===== src/hw/rtl/era_pkg.sv =====
// ----------------------------------------------------------------------------
// era_pkg
// Types and constants shared by the emission rate accumulator modules.
// ----------------------------------------------------------------------------
package era_pkg;

   localparam logic [11:0] STEP_MAX          = 12'd2185;
   localparam logic [47:0] ELAPSED_MAX       = 48'hFFFF_FFFF_FFFF;
   localparam logic [31:0] RATE_RESET        = 32'd655360;
   localparam logic [31:0] BURST_START_RESET = 32'hFFFF_0000;
   localparam logic [15:0] COUNT_MAX         = 16'hFFFF;
   localparam logic [4:0]  ROOT_LAST         = 5'd31;

   localparam logic [2:0] REG_RATE         = 3'd0;
   localparam logic [2:0] REG_DENSITY      = 3'd1;
   localparam logic [2:0] REG_BURST_START  = 3'd2;
   localparam logic [2:0] REG_BURST_SIZE   = 3'd3;
   localparam logic [2:0] REG_BURST_PERIOD = 3'd4;

   typedef enum logic [4:0] {
      ST_IDLE, ST_SQ0, ST_SQ1, ST_SQ2, ST_SQ3,
      ST_R0, ST_R1, ST_R2, ST_R3, ST_ROOT,
      ST_D0, ST_D1, ST_D2, ST_D3, ST_D4,
      ST_FIN, ST_OUT
   } state_type;

   typedef enum logic [2:0] {
      MUL_SQX, MUL_SQY, MUL_SQZ, MUL_RATE, MUL_DENS, MUL_LO, MUL_HI
   } mul_sel_type;

   typedef enum logic [2:0] {
      ACC_NONE, ACC_SUM, ACC_PROD, ACC_TOT_LO, ACC_TOT_HI
   } acc_sel_type;

   typedef struct packed {
      logic        load;
      logic        mul_en;
      mul_sel_type mul_sel;
      acc_sel_type acc_sel;
      logic        root_init;
      logic        root_step;
      logic        finish;
   } ctrl_cmd_type;

   typedef struct packed {
      logic scale_pos;
   } dp_status_type;

   typedef struct packed {
      logic [31:0] rate;
      logic [31:0] density;
      logic [31:0] burst_start;
      logic [15:0] burst_size;
      logic [30:0] burst_period;
   } cfg_type;

endpackage


===== src/hw/rtl/era_if.sv =====
// ----------------------------------------------------------------------------
// era_if
// Valid/ready channels for frame items and spawn results.
// ----------------------------------------------------------------------------
interface era_req_if;
   logic               valid;
   logic               ready;
   logic        [31:0] delta_time;
   logic signed [31:0] move_x;
   logic signed [31:0] move_y;
   logic signed [31:0] move_z;
   logic signed [17:0] rate_scale;

   modport source  (output valid, delta_time, move_x, move_y, move_z, rate_scale, input ready);
   modport sink    (input valid, delta_time, move_x, move_y, move_z, rate_scale, output ready);
   modport monitor (input valid, ready, delta_time, move_x, move_y, move_z, rate_scale);
endinterface

interface era_rsp_if;
   logic        valid;
   logic        ready;
   logic [15:0] spawn_count;
   logic        burst_fired;
   logic        count_saturated;

   modport source  (output valid, spawn_count, burst_fired, count_saturated, input ready);
   modport sink    (input valid, spawn_count, burst_fired, count_saturated, output ready);
   modport monitor (input valid, ready, spawn_count, burst_fired, count_saturated);
endinterface


===== src/hw/rtl/era_csr.sv =====
// ----------------------------------------------------------------------------
// era_csr
// APB register file for rate, density and burst settings.
// ----------------------------------------------------------------------------
module era_csr
   import era_pkg::*;
(
   input  logic        clock,
   input  logic        reset,
   input  logic        csr_psel,
   input  logic        csr_penable,
   input  logic        csr_pwrite,
   input  logic [4:0]  csr_paddr,
   input  logic [31:0] csr_pwdata,
   output logic [31:0] csr_prdata,
   output logic        csr_pready,
   output cfg_type     cfg,
   output logic        start_wr
);

   cfg_type    cfg_ff;
   logic       wr;
   logic [2:0] idx;

   assign wr         = csr_psel && csr_penable && csr_pwrite;
   assign idx        = csr_paddr[4:2];
   assign csr_pready = 1'b1;
   assign cfg        = cfg_ff;
   assign start_wr   = wr && (idx == REG_BURST_START);

   always_ff @(posedge clock) begin
      if (reset) begin
         cfg_ff.rate         <= RATE_RESET;
         cfg_ff.density      <= '0;
         cfg_ff.burst_start  <= BURST_START_RESET;
         cfg_ff.burst_size   <= '0;
         cfg_ff.burst_period <= '0;
      end else if (wr) begin
         case (idx)
            REG_RATE:         cfg_ff.rate         <= csr_pwdata;
            REG_DENSITY:      cfg_ff.density      <= csr_pwdata;
            REG_BURST_START:  cfg_ff.burst_start  <= csr_pwdata;
            REG_BURST_SIZE:   cfg_ff.burst_size   <= csr_pwdata[15:0];
            REG_BURST_PERIOD: cfg_ff.burst_period <= csr_pwdata[30:0];
            default: ;
         endcase
      end
   end

   always_comb begin
      case (idx)
         REG_RATE:         csr_prdata = cfg_ff.rate;
         REG_DENSITY:      csr_prdata = cfg_ff.density;
         REG_BURST_START:  csr_prdata = cfg_ff.burst_start;
         REG_BURST_SIZE:   csr_prdata = {16'd0, cfg_ff.burst_size};
         REG_BURST_PERIOD: csr_prdata = {1'b0, cfg_ff.burst_period};
         default:          csr_prdata = '0;
      endcase
   end

endmodule


===== src/hw/rtl/era_datapath.sv =====
// ----------------------------------------------------------------------------
// era_datapath
// Shared 32x32 multiplier, accumulators, bitwise square root and burst logic.
// ----------------------------------------------------------------------------
module era_datapath
   import era_pkg::*;
(
   input  logic          clock,
   input  logic          reset,
   input  ctrl_cmd_type  cmd,
   output dp_status_type status,
   input  cfg_type       cfg,
   input  logic          start_wr,
   input  logic [31:0]   start_value,
   input  logic [31:0]   delta_time,
   input  logic [31:0]   move_x,
   input  logic [31:0]   move_y,
   input  logic [31:0]   move_z,
   input  logic [17:0]   rate_scale,
   output logic [15:0]   spawn_count,
   output logic          burst_fired,
   output logic          count_saturated
);

   function automatic logic [31:0] mag32(input logic [31:0] v);
      return v[31] ? (~v + 32'd1) : v;
   endfunction

   logic [31:0] dt_ff, magx_ff, magy_ff, magz_ff;
   logic [11:0] step_ff;
   logic [16:0] sc_ff;
   logic        scale_pos_ff;
   logic [63:0] sum_ff, p_ff, m_ff;
   logic [49:0] total_ff;
   logic [32:0] rem_ff;
   logic [31:0] root_ff;
   logic [15:0] frac_ff;
   logic [33:0] deadline_ff;
   logic [47:0] elapsed_ff;
   logic [15:0] count_ff;
   logic        fired_ff, sat_ff;

   logic [31:0] op_a, op_b;
   logic [34:0] rem_sh, trial, rem_diff;
   logic        ge;

   logic [33:0] cnt34;
   logic [34:0] cnt_sum;
   logic        dl_pos, fire, restart;
   logic [48:0] el_plus, dlx, el_new;
   logic [47:0] el_base;

   assign status.scale_pos = scale_pos_ff;

   always_comb begin
      case (cmd.mul_sel)
         MUL_SQX:  begin op_a = magx_ff;         op_b = magx_ff;         end
         MUL_SQY:  begin op_a = magy_ff;         op_b = magy_ff;         end
         MUL_SQZ:  begin op_a = magz_ff;         op_b = magz_ff;         end
         MUL_RATE: begin op_a = {20'd0, step_ff}; op_b = cfg.rate;       end
         MUL_DENS: begin op_a = root_ff;         op_b = cfg.density;     end
         MUL_LO:   begin op_a = m_ff[31:0];      op_b = {15'd0, sc_ff};  end
         MUL_HI:   begin op_a = m_ff[63:32];     op_b = {15'd0, sc_ff};  end
         default:  begin op_a = '0;              op_b = '0;              end
      endcase
   end

   // one root bit per step, two radicand bits shifted in
   assign rem_sh   = {rem_ff, sum_ff[63:62]};
   assign trial    = {1'b0, root_ff, 2'b01};
   assign ge       = rem_sh >= trial;
   assign rem_diff = ge ? (rem_sh - trial) : rem_sh;

   // burst timing uses the raw step
   assign cnt34   = total_ff[49:16];
   assign dl_pos  = !deadline_ff[33] && (deadline_ff != '0);
   assign el_plus = {1'b0, elapsed_ff} + {17'd0, dt_ff};
   assign dlx     = {15'd0, deadline_ff};
   assign fire    = dl_pos && (el_plus > dlx) && ({1'b0, elapsed_ff} <= dlx);
   assign restart = fire && (cfg.burst_period != '0);
   assign el_base = restart ? '0 : elapsed_ff;
   assign el_new  = {1'b0, el_base} + {17'd0, dt_ff};
   assign cnt_sum = {1'b0, cnt34} + (fire ? {19'd0, cfg.burst_size} : 35'd0);

   always_ff @(posedge clock) begin
      if (cmd.load) begin
         dt_ff        <= delta_time;
         step_ff      <= (delta_time < {20'd0, STEP_MAX}) ? delta_time[11:0] : STEP_MAX;
         sc_ff        <= rate_scale[16:0];
         scale_pos_ff <= (rate_scale != '0) && !rate_scale[17];
         magx_ff      <= mag32(move_x);
         magy_ff      <= mag32(move_y);
         magz_ff      <= mag32(move_z);
         sum_ff       <= '0;
         total_ff     <= {34'd0, frac_ff};
      end else begin
         if (cmd.mul_en) begin
            p_ff <= op_a * op_b;
         end
         case (cmd.acc_sel)
            ACC_SUM:    sum_ff   <= sum_ff + p_ff;
            ACC_PROD:   m_ff     <= p_ff;
            ACC_TOT_LO: total_ff <= total_ff + {18'd0, p_ff[63:32]};
            ACC_TOT_HI: total_ff <= total_ff + p_ff[49:0];
            default: ;
         endcase
         if (cmd.root_init) begin
            rem_ff  <= '0;
            root_ff <= '0;
         end
         if (cmd.root_step) begin
            rem_ff  <= rem_diff[32:0];
            root_ff <= {root_ff[30:0], ge};
            sum_ff  <= {sum_ff[61:0], 2'b00};
         end
      end
      if (cmd.finish) begin
         fired_ff <= fire;
         if (cnt_sum > {19'd0, COUNT_MAX}) begin
            count_ff <= COUNT_MAX;
            sat_ff   <= 1'b1;
         end else begin
            count_ff <= cnt_sum[15:0];
            sat_ff   <= 1'b0;
         end
      end
   end

   always_ff @(posedge clock) begin
      if (reset) begin
         frac_ff     <= '0;
         deadline_ff <= {{2{BURST_START_RESET[31]}}, BURST_START_RESET};
         elapsed_ff  <= '0;
      end else begin
         if (cmd.finish) begin
            frac_ff <= total_ff[15:0];
            if (dl_pos) begin
               elapsed_ff <= el_new[48] ? ELAPSED_MAX : el_new[47:0];
               if (restart) begin
                  deadline_ff <= {3'd0, cfg.burst_period} + {2'd0, dt_ff};
               end
            end
         end
         if (start_wr) begin
            deadline_ff <= {{2{start_value[31]}}, start_value};
         end
      end
   end

   assign spawn_count     = count_ff;
   assign burst_fired     = fired_ff;
   assign count_saturated = sat_ff;

endmodule


===== src/hw/rtl/era_ctrl.sv =====
// ----------------------------------------------------------------------------
// era_ctrl
// Sequencer for the multiply, square root and finish steps of one item.
// ----------------------------------------------------------------------------
module era_ctrl
   import era_pkg::*;
(
   input  logic          clock,
   input  logic          reset,
   input  logic          req_valid,
   output logic          req_ready,
   output logic          rsp_valid,
   input  logic          rsp_ready,
   input  dp_status_type status,
   output ctrl_cmd_type  cmd
);

   state_type  state_ff, state_in;
   logic [4:0] ctr_ff, ctr_in;

   always_ff @(posedge clock) begin
      if (reset) begin
         state_ff <= ST_IDLE;
         ctr_ff   <= '0;
      end else begin
         state_ff <= state_in;
         ctr_ff   <= ctr_in;
      end
   end

   always_comb begin
      state_in = state_ff;
      ctr_in   = ctr_ff;
      case (state_ff)
         ST_IDLE: if (req_valid) state_in = ST_SQ0;
         ST_SQ0:  state_in = status.scale_pos ? ST_SQ1 : ST_FIN;
         ST_SQ1:  state_in = ST_SQ2;
         ST_SQ2:  state_in = ST_SQ3;
         ST_SQ3:  state_in = ST_R0;
         ST_R0:   state_in = ST_R1;
         ST_R1:   state_in = ST_R2;
         ST_R2:   state_in = ST_R3;
         ST_R3:   state_in = ST_ROOT;
         ST_ROOT: begin
            ctr_in = ctr_ff + 5'd1;
            if (ctr_ff == ROOT_LAST) state_in = ST_D0;
         end
         ST_D0:   state_in = ST_D1;
         ST_D1:   state_in = ST_D2;
         ST_D2:   state_in = ST_D3;
         ST_D3:   state_in = ST_D4;
         ST_D4:   state_in = ST_FIN;
         ST_FIN:  state_in = ST_OUT;
         ST_OUT:  if (rsp_ready) state_in = ST_IDLE;
         default: state_in = ST_IDLE;
      endcase
   end

   always_comb begin
      cmd           = '0;
      cmd.mul_sel   = MUL_SQX;
      cmd.acc_sel   = ACC_NONE;
      req_ready     = 1'b0;
      rsp_valid     = 1'b0;
      case (state_ff)
         ST_IDLE: begin
            req_ready = 1'b1;
            cmd.load  = req_valid;
         end
         ST_SQ0: begin cmd.mul_en = 1'b1; cmd.mul_sel = MUL_SQX; end
         ST_SQ1: begin cmd.mul_en = 1'b1; cmd.mul_sel = MUL_SQY; cmd.acc_sel = ACC_SUM; end
         ST_SQ2: begin cmd.mul_en = 1'b1; cmd.mul_sel = MUL_SQZ; cmd.acc_sel = ACC_SUM; end
         ST_SQ3: begin cmd.mul_en = 1'b1; cmd.mul_sel = MUL_RATE; cmd.acc_sel = ACC_SUM; end
         ST_R0:  cmd.acc_sel = ACC_PROD;
         ST_R1:  begin cmd.mul_en = 1'b1; cmd.mul_sel = MUL_LO; end
         ST_R2:  begin cmd.mul_en = 1'b1; cmd.mul_sel = MUL_HI; cmd.acc_sel = ACC_TOT_LO; end
         ST_R3:  begin cmd.acc_sel = ACC_TOT_HI; cmd.root_init = 1'b1; end
         ST_ROOT: cmd.root_step = 1'b1;
         ST_D0:  begin cmd.mul_en = 1'b1; cmd.mul_sel = MUL_DENS; end
         ST_D1:  cmd.acc_sel = ACC_PROD;
         ST_D2:  begin cmd.mul_en = 1'b1; cmd.mul_sel = MUL_LO; end
         ST_D3:  begin cmd.mul_en = 1'b1; cmd.mul_sel = MUL_HI; cmd.acc_sel = ACC_TOT_LO; end
         ST_D4:  cmd.acc_sel = ACC_TOT_HI;
         ST_FIN: cmd.finish = 1'b1;
         ST_OUT: rsp_valid = 1'b1;
         default: ;
      endcase
   end

endmodule


===== src/hw/rtl/emission_rate_accumulator.sv =====
// ----------------------------------------------------------------------------
// emission_rate_accumulator
// Per-frame particle spawn count from rate, distance moved and bursts.
//
//   channel   direction  carries
//   req_bus   in         delta_time, move_x/y/z, rate_scale
//   rsp_bus   out        spawn_count, burst_fired, count_saturated
//   csr_*     in/out     APB writes/reads of the five settings
//
// From acceptance to a valid result an item runs through the shared 32x32
// multiplier sequence, the bitwise square root, a second multiplier pass and
// the finish step; a non-positive rate_scale skips straight to the finish.
// One item at a time: req ready is high only while idle, and drops until the
// result has been taken. Synchronous reset clears fraction, elapsed time and
// the burst deadline, which reloads from the burst_start reset value.
// ----------------------------------------------------------------------------
module emission_rate_accumulator
   import era_pkg::*;
(
   input  logic        clock,
   input  logic        reset,
   era_req_if.sink     req_bus,
   era_rsp_if.source   rsp_bus,
   input  logic        csr_psel,
   input  logic        csr_penable,
   input  logic        csr_pwrite,
   input  logic [4:0]  csr_paddr,
   input  logic [31:0] csr_pwdata,
   output logic [31:0] csr_prdata,
   output logic        csr_pready
);

   cfg_type       cfg;
   logic          start_wr;
   ctrl_cmd_type  cmd;
   dp_status_type status;

   era_csr u_csr (
      .clock       (clock),
      .reset       (reset),
      .csr_psel    (csr_psel),
      .csr_penable (csr_penable),
      .csr_pwrite  (csr_pwrite),
      .csr_paddr   (csr_paddr),
      .csr_pwdata  (csr_pwdata),
      .csr_prdata  (csr_prdata),
      .csr_pready  (csr_pready),
      .cfg         (cfg),
      .start_wr    (start_wr)
   );

   era_ctrl u_ctrl (
      .clock     (clock),
      .reset     (reset),
      .req_valid (req_bus.valid),
      .req_ready (req_bus.ready),
      .rsp_valid (rsp_bus.valid),
      .rsp_ready (rsp_bus.ready),
      .status    (status),
      .cmd       (cmd)
   );

   era_datapath u_dp (
      .clock           (clock),
      .reset           (reset),
      .cmd             (cmd),
      .status          (status),
      .cfg             (cfg),
      .start_wr        (start_wr),
      .start_value     (csr_pwdata),
      .delta_time      (req_bus.delta_time),
      .move_x          (req_bus.move_x),
      .move_y          (req_bus.move_y),
      .move_z          (req_bus.move_z),
      .rate_scale      (req_bus.rate_scale),
      .spawn_count     (rsp_bus.spawn_count),
      .burst_fired     (rsp_bus.burst_fired),
      .count_saturated (rsp_bus.count_saturated)
   );

endmodule


===== src/flat_wrapper.sv =====
// flat-port wrapper written by rule: the top's interface ports become plain ports
module emission_rate_accumulator_flat import era_pkg::*;
  (clock, reset, csr_psel, csr_penable, csr_pwrite, csr_paddr, csr_pwdata, csr_prdata, csr_pready, req_bus_valid, req_bus_delta_time, req_bus_move_x, req_bus_move_y, req_bus_move_z, req_bus_rate_scale, req_bus_ready, rsp_bus_valid, rsp_bus_spawn_count, rsp_bus_burst_fired, rsp_bus_count_saturated, rsp_bus_ready);
  era_req_if req_bus_i ();
  era_rsp_if rsp_bus_i ();
  input  logic clock;
  input  logic reset;
  input  logic csr_psel;
  input  logic csr_penable;
  input  logic csr_pwrite;
  input  logic [4:0] csr_paddr;
  input  logic [31:0] csr_pwdata;
  output logic [31:0] csr_prdata;
  output logic csr_pready;
  input wire logic [$bits(req_bus_i.valid)-1:0] req_bus_valid;
  input wire logic [$bits(req_bus_i.delta_time)-1:0] req_bus_delta_time;
  input wire logic [$bits(req_bus_i.move_x)-1:0] req_bus_move_x;
  input wire logic [$bits(req_bus_i.move_y)-1:0] req_bus_move_y;
  input wire logic [$bits(req_bus_i.move_z)-1:0] req_bus_move_z;
  input wire logic [$bits(req_bus_i.rate_scale)-1:0] req_bus_rate_scale;
  output wire logic [$bits(req_bus_i.ready)-1:0] req_bus_ready;
  output wire logic [$bits(rsp_bus_i.valid)-1:0] rsp_bus_valid;
  output wire logic [$bits(rsp_bus_i.spawn_count)-1:0] rsp_bus_spawn_count;
  output wire logic [$bits(rsp_bus_i.burst_fired)-1:0] rsp_bus_burst_fired;
  output wire logic [$bits(rsp_bus_i.count_saturated)-1:0] rsp_bus_count_saturated;
  input wire logic [$bits(rsp_bus_i.ready)-1:0] rsp_bus_ready;
  assign req_bus_i.valid = req_bus_valid;
  assign req_bus_i.delta_time = req_bus_delta_time;
  assign req_bus_i.move_x = req_bus_move_x;
  assign req_bus_i.move_y = req_bus_move_y;
  assign req_bus_i.move_z = req_bus_move_z;
  assign req_bus_i.rate_scale = req_bus_rate_scale;
  assign req_bus_ready = req_bus_i.ready;
  assign rsp_bus_valid = rsp_bus_i.valid;
  assign rsp_bus_spawn_count = rsp_bus_i.spawn_count;
  assign rsp_bus_burst_fired = rsp_bus_i.burst_fired;
  assign rsp_bus_count_saturated = rsp_bus_i.count_saturated;
  assign rsp_bus_i.ready = rsp_bus_ready;
  emission_rate_accumulator u_core (.clock(clock), .reset(reset), .req_bus(req_bus_i), .rsp_bus(rsp_bus_i), .csr_psel(csr_psel), .csr_penable(csr_penable), .csr_pwrite(csr_pwrite), .csr_paddr(csr_paddr), .csr_pwdata(csr_pwdata), .csr_prdata(csr_prdata), .csr_pready(csr_pready));
endmodule

===== config.mk =====
export PLATFORM = sky130hd
export DESIGN_NAME = emission_rate_accumulator_flat
export DESIGN_NICKNAME = d
export VERILOG_FILES = /design/src/hw/rtl/era_pkg.sv /design/src/hw/rtl/era_if.sv /design/src/hw/rtl/era_csr.sv /design/src/hw/rtl/era_datapath.sv /design/src/hw/rtl/era_ctrl.sv /design/src/hw/rtl/emission_rate_accumulator.sv /design/src/flat_wrapper.sv
export SDC_FILE = /design/constraint.sdc
export NUM_CORES = 2
export LEC_CHECK = 0
export ABC_AREA = 1
export BUFFER_PORTS_ARGS = -buffer_cell sky130_fd_sc_hd__buf_2
export CAP_MARGIN = 20
export CORE_MARGIN = 3
export CORE_UTILIZATION = 55
export CTS_CLUSTER_SIZE = 28
export DETAILED_ROUTE_END_ITERATION = 6
export PLACE_DENSITY = 0.77
export SETUP_SLACK_MARGIN = 0.5
export SYNTH_ARGS = -nofsm -noshare
export SYNTH_HDL_FRONTEND = slang
export SYNTH_SLANG_ARGS = --single-unit

===== constraint.sdc =====
create_clock -name clock -period 9 [get_ports clock]
set_input_delay 2.25 -clock clock [delete_from_list [all_inputs] [get_ports clock]]
set_output_delay 2.25 -clock clock [all_outputs]
set_load 0.03 [all_outputs]

# Yosys cells after proc, flatten, opt, wreduce, memory -nomap -nowiden
# Index checks and enable logic that the tools add are counted.
# totals
ff_bits,734
output_inout_bits,53
elab_cells,164
# classes
add_sub_neg,12
n_mul,1
n_lt_le_gt_ge,5
eq_ne,34
muxes,36
n_bitwise,4
reduce_logical,41
# ops
op,count
32-bit one-hot mux with 7 select lines,1
32-bit one-hot mux with 6 select lines,1
32-bit one-hot mux with 5 select lines,1
34-bit two-way mux,4
64-bit two-way mux,2
50-bit one-hot mux with 2 select lines,1
33-bit two-way mux,3
48-bit by 32-bit adder with 49-bit output,2
32-bit by 1-bit adder with 32-bit output (second input constant),3
48-bit two-way mux,2
32-bit inverter,3
31-bit two-way mux,3
5-bit one-hot mux with 17 select lines,1
64-bit adder,1
32-bit by 32-bit multiplier with 64-bit output,1
32-bit two-way mux,2
50-bit by 32-bit adder with 50-bit output,1
50-bit adder,1
49-bit by 34-bit greater-than comparator with 1-bit output,1
48-bit by 34-bit less-or-equal comparator with 1-bit output,1
5-bit by 4-bit equality test with 1-bit output (second input constant),8
34-bit by 16-bit adder with 35-bit output,1
35-bit by 34-bit >= comparator with 1-bit output,1
35-bit by 16-bit greater-than comparator with 1-bit output (second input constant),1
other kinds (32),87

# Logic depth before layout (Yosys ltp)
# depth
ltp_word,9
ltp_mapped,50

# By module
# Synthesis repeated with hierarchy kept, for this count alone.
# hier_totals
cells_unflattened,10988
hier_area_um2,83410.0
# by_module_without_submodules
mod,n_inst,cells_each,area_per_inst_um2,seq_area_each_um2
era_datapath,1,9742,75675.1,15484.9
era_csr,1,1133,7024.2,2862.7
era_ctrl,1,113,710.7,200.2

# Worst setup path before layout
# No wires, ideal clock.
# synth_path
path_type,register to register
startpoint,register u_core.u_ctrl.state_ff[0]
endpoint,register u_core.u_dp.p_ff[56] (data pin)
setup_time_ns,0.262
t_arrival_ns,8.030
required_time_ns,8.738
slack_ns,0.709
path_stages_with_launch,40
period_less_slack_ns,8.291
cell_sequence,dfxtp_1 -> inv_1 -> nor2_1 -> inv_1 -> nor2_1 -> inv_1 -> nor2_1 -> nor2_2 -> inv_1 -> buf_2 -> buf_1 -> nand2_1 -> o21ai_0 -> a211o_1 -> clkbuf_1 -> nand2_1 -> fa_1 -> inv_1 -> [... 4 more ...] -> inv_1 -> fa_1 -> fa_1 -> fa_1 -> inv_1 -> fa_1 -> inv_1 -> ha_1 -> a21oi_1 -> inv_1 -> a31oi_1 -> o21ai_0 -> a2111oi_0 -> nand3_1 -> nand2_1 -> nand2_1 -> a211oi_1 -> xnor2_1
# synth_between
elab_chain_cells,7
elab_cells_between_ends,23
# synth_rtl
element,line,rtl
"start, declared",era_ctrl.sv:18,"state_type state_ff, state_in;"
"start signal, assigned",era_ctrl.sv:26,state_ff <= state_in;
5-bit by 4-bit equality test with 1-bit output or 5-bit by 3-bit equality test with 1-bit output (tied branches),era_ctrl.sv:65,case (state_ff)
2-bit OR reduction (no source line),n/a,
4-bit one-hot mux with 7 select lines (*),era_ctrl.sv:65,
3-bit equality test,era_datapath.sv:56,case (cmd.mul_sel)
2-bit OR reduction (no source line),n/a,
32-bit one-hot mux with 6 select lines,era_datapath.sv:56,
32-bit by 32-bit multiplier with 64-bit output (*),era_datapath.sv:98,p_ff <= op_a * op_b;
"end signal, assigned",era_datapath.sv:98,
"end, declared",era_datapath.sv:33,"logic [63:0] sum_ff, p_ff, m_ff;"
# Every way passes the cells marked *; elsewhere a longest branch is shown, timed or not.
# A chain may end at the register's enable or synchronous reset.

# Worst setup path in the final report
# layout_path
startpoint,register u_core.u_ctrl.state_ff[0]
endpoint,register u_core.u_dp.p_ff[60] (data pin)
# Same word-level chain as after synthesis.

==> results.tsv <==
stage	metric	value	unit
sta	Fin. Hold Viols	0	
sta	RSZ-0062 raised after global routing	true	
sta	crit share post-route	105.2	%
setup_path	WP data required	9450	ps
yosys	top_reg_cell synth	edfxtp_1	
yosys	largest cells by area after synthesis	fa_1 22%, edfxtp_1 14%, nand2_1 11%, inv_1 11%, ha_1 8.9%	
yosys	Netlist Area Pre-Place	83560	um^2
drt	DRC	13	
grt	GRT busiest layer	met2	
clock_tree	CTS tree	built	
setup_path	WP data arrival	9920	ps
placed_design	I/O Buffers	239	
drt	routed vias/inst	5.781	
clock_tree	Post-CTS Hold Buffers	0	
drt	Vias	80200	
yosys	fraction of registers with async set or reset after synthesis	0	%
clock_tree	buffer depth of the longest clock path	3	
setup_path	CP max stage cell	fa_2	
grt	met2 Track Usage GR	58.77	%
grt	met1 Use GR	47.54	%
sta	setup ws final	-467.8	ps
floorplan	Core Area	150300	um^2
grt	pin count of the biggest net entering global routing	174	
setup_path	crit-path max FO	10	
clock_tree	CTS sink count	734	
grt	total track usage	37.57	%
setup_path	Reg2Reg Capture Point	u_core.u_dp.p_ff[60]	
clock_tree	Root Driver	clkbuf_16	
floorplan	Die Span Y	395.8	um
finish	area delta synth->final	18.40	%
min_path	worst hold stages	2	
sta	Final Slew Violations	0	
min_path	type of the worst min-delay path	reg2reg	
setup_path	startpoint types	flop	
floorplan	Ports	243	
yosys	area leader, netlist	fa_1	
sta	Worst Hold Slack	456.2	ps
finish	FILL cells	12150	
setup_path	Top Family by Delay on Critical Path	adder cells	
floorplan	Starting Density	55.59	%
yosys	top-area cell type share of the netlist area	21.61	%
outcome	status	finished, violations left	
drt	DRT Wirelength	311.2	mm
sta	Setup violations, final	28	
setup_path	Crit Reg-Reg Startpoint	u_core.u_ctrl.state_ff[0]	
clock_tree	H-tree Lvls	3	
yosys	Post-synth EDFFs	385	
grt	first-pass GRT wire length	452.2	mm
job	max cap viols	0	
setup_path	R2R Setup Slk	-470	ps
drt	First DRT Iteration DRCs	8913	
setup_path	CP dominant cell by count	fa_1	
yosys	Synth warnings	0	
yosys	mean post-synth cell area	7.575	um^2
grt	vias in the first global route	78240	
finish	share of layout cells above drive strength 1	15.20	%
finish	area occupied by multi-input gates	56570	um^2
yosys	Post-Synthesis Cells	11030	
yosys	register area share after synthesis	22.20	%
sta	FMAX	105.6	MHz
sta	Slew @ Worst Pin	1317	ps
yosys	Yosys cell types	75	
floorplan	die area	156600	um^2
clock_tree	later-pin clock latency in the skew report	730	ps
drt	drt first pass iters	7	
placed_design	Final Wtd Congestion	1.062	
drt	Routed Antenna Nets	0	
finish	Nets	13450	
placed_design	DPL Wire Length	241.3	mm
yosys	Mapped Nets	12720	
grt	grt total ovfl	0	
floorplan	Die W	395.8	um
setup_path	Critical Path Start	u_core.u_ctrl.state_ff[0]	
outcome	violated checks	design-rule violations, negative setup slack	
setup_path	worst setup path category	reg2reg	
min_path	Hold Path Sink	u_core.u_csr.cfg[68]	
setup_path	cells on worst reg2reg path	46	
yosys	Synth Register Bits	734	
setup_path	CP endpoint kind	flop	
min_path	hold wc startpoint	u_core.u_csr.cfg[68]	
finish	Seq. cell area	18560	um^2
sta	Tmin final	9468	ps
clock_tree	total CTS buffers	86	
setup_path	worst path buffer plus inverter count	17	
sta	Post-Route Skew	49.83	ps
setup_path	crit-path max cell delay	710	ps
floorplan	FP Rows	142	
grt	M3 GR Usage	8.162	%
sta	Worst slew margin	11.38	%
grt	initial antenna violation count	30	
drt	routed len/inst	22.43	um
clock_tree	CTS clk-pin slew, worst paths	60	ps
[cells in the final DEF (no fill, tap or decap), types with 89 or more instances in the layout]
| master | Yosys | routed |
|---|---|---|
| a21oi_1 | 690 | 652 |
| a31oi_1 | 137 | 123 |
| buf_2 | 189 | 240 |
| buf_4 | 5 | 581 |
| buf_6 | 3 | 89 |
| clkbuf_16 | 0 | 96 |
| dfxtp_1 | 349 | 344 |
| edfxtp_1 | 385 | 385 |
| fa_1 | 902 | 850 |
| ha_1 | 593 | 546 |
| inv_1 | 2479 | 2391 |
| inv_2 | 32 | 107 |
| nand2_1 | 2496 | 2434 |
| nand3_1 | 259 | 238 |
| nand4_1 | 97 | 97 |
| nor2_1 | 753 | 708 |
| o21ai_0 | 488 | 472 |
| xnor2_1 | 106 | 104 |
| xor2_1 | 205 | 200 |
[logic make-up (layout without fill, tap and decap cells)]
kind of cell	after synthesis	after routing	synth area share (%)
AO/OA/AOI/OAI	1680	1680	11.52
XOR/XNOR	311	311	3.260
adder cells (fa/ha/maj)	1495	1495	30.49
buffers and inverters	2892	3703	13.32
flip-flops	734	734	22.20
other	1	16	0.004488
AND/OR/NAND/NOR	3917	3917	19.20
[Yosys cell counts (all sizes together) (3+ instances only)]
cell type,instances
a22oi,27
nor3b,3
nor2,792
nand3,266
and3,4
o311ai,6
nor4,68
o22ai,13
nand3b,13
inv,2511
o21a,36
or2,63
clkbuf,164
a221o,3
a21o,16
a31oi,137
and2,4
o31ai,10
nor3,95
o21bai,11
xnor2,106
a22o,26
nand2,2507
or4,3
edfxtp,385
a211oi,9
a211o,4
o221ai,34
o21ai,531
xor2,205
o2111ai,40
a2111oi,4
a21boi,25
dfxtp,349
o211ai,28
nand4,98
fa,902
a221oi,19
buf,208
a21oi,692
clkinv,9
ha,593
[worst max-delay path by stage]
stage               slack, ps  depth (start not counted)              endpoint
finish                   -470                         46  u_core.u_dp.p_ff[60]
global route             -810                         45  u_core.u_dp.p_ff[60]
CTS                      -240                         49  u_core.u_dp.p_ff[60]
detailed placement       -960                         42  u_core.u_dp.p_ff[56]
global placement         -740                         46  u_core.u_dp.p_ff[61]
floorplan                 710                         39  u_core.u_dp.p_ff[56]
[per-stage QoR]
step	cells	instance area, um^2	worst slack (ps)	TNS, ps	utilization [%]
after floorplan	11030	83560	708.7	0	-
after global placement	13550	91400	-744.2	-17020	60.81
after detailed placement	13550	91400	-962.3	-21910	60.81
after CTS	13760	96130	-240.0	-1750	63.96
after global routing	13860	98900	-813.2	-15340	65.80
final	13870	98930	-467.8	-6010	65.82
[what timing repair did]
item | in CTS | in global routing
setup buffers | 47 | 89
endpoints found under the setup margin | 49 | 58
resized for setup | 320 | 429
pin swaps | 101 | 252
cloned | 4 | 8
[tightest hold or removal path, stage by stage (launching register included)]
cell and delay [ps]:
dfxtp_1 310, nand2_1 60, nand2_1 40
[layer usage]
metal	vias up	wire (um)
li1	35920	-
met1	38420	112500
met2	4627	137400
met3	1200	35500
met4	24	25620
met5	-	156
[cell type report]
cell class                 count  share of cell area [%]
antenna                       15                 0.03794
clock buffer                 111                   2.392
clock inverter                51                  0.5489
inverter                    2520                   9.617
multi-input combinational   7404                   57.18
sequential                   734                   18.76
tap                         2016                   2.550
timing repair buffer        1021                   8.920
[flip-flops by register name, summed over array words and instances (netlist names)]
name,count
u_core.u_dp.deadline_ff,34
u_core.u_dp.spawn_count,16
u_core.u_ctrl.state_ff,5
u_core.u_dp.p_ff,64
u_core.u_dp.rem_ff,33
u_core.u_dp.sc_ff,17
u_core.u_dp.m_ff,64
u_core.u_dp.sum_ff,64
u_core.u_dp.frac_ff,16
u_core.u_dp.elapsed_ff,48
u_core.u_dp.magy_ff,32
u_core.u_dp.total_ff,50
u_core.u_csr.cfg,143
u_core.u_dp.step_ff,12
u_core.u_dp.status,1
u_core.u_dp.dt_ff,32
u_core.u_dp.count_saturated,1
u_core.u_ctrl.ctr_ff,5
u_core.u_dp.magx_ff,32
u_core.u_dp.magz_ff,32
u_core.u_dp.burst_fired,1
u_core.u_dp.root_ff,32
Power is not shown: default switching activity piles up to over one toggle a cycle in this logic, so the estimate is an artifact.
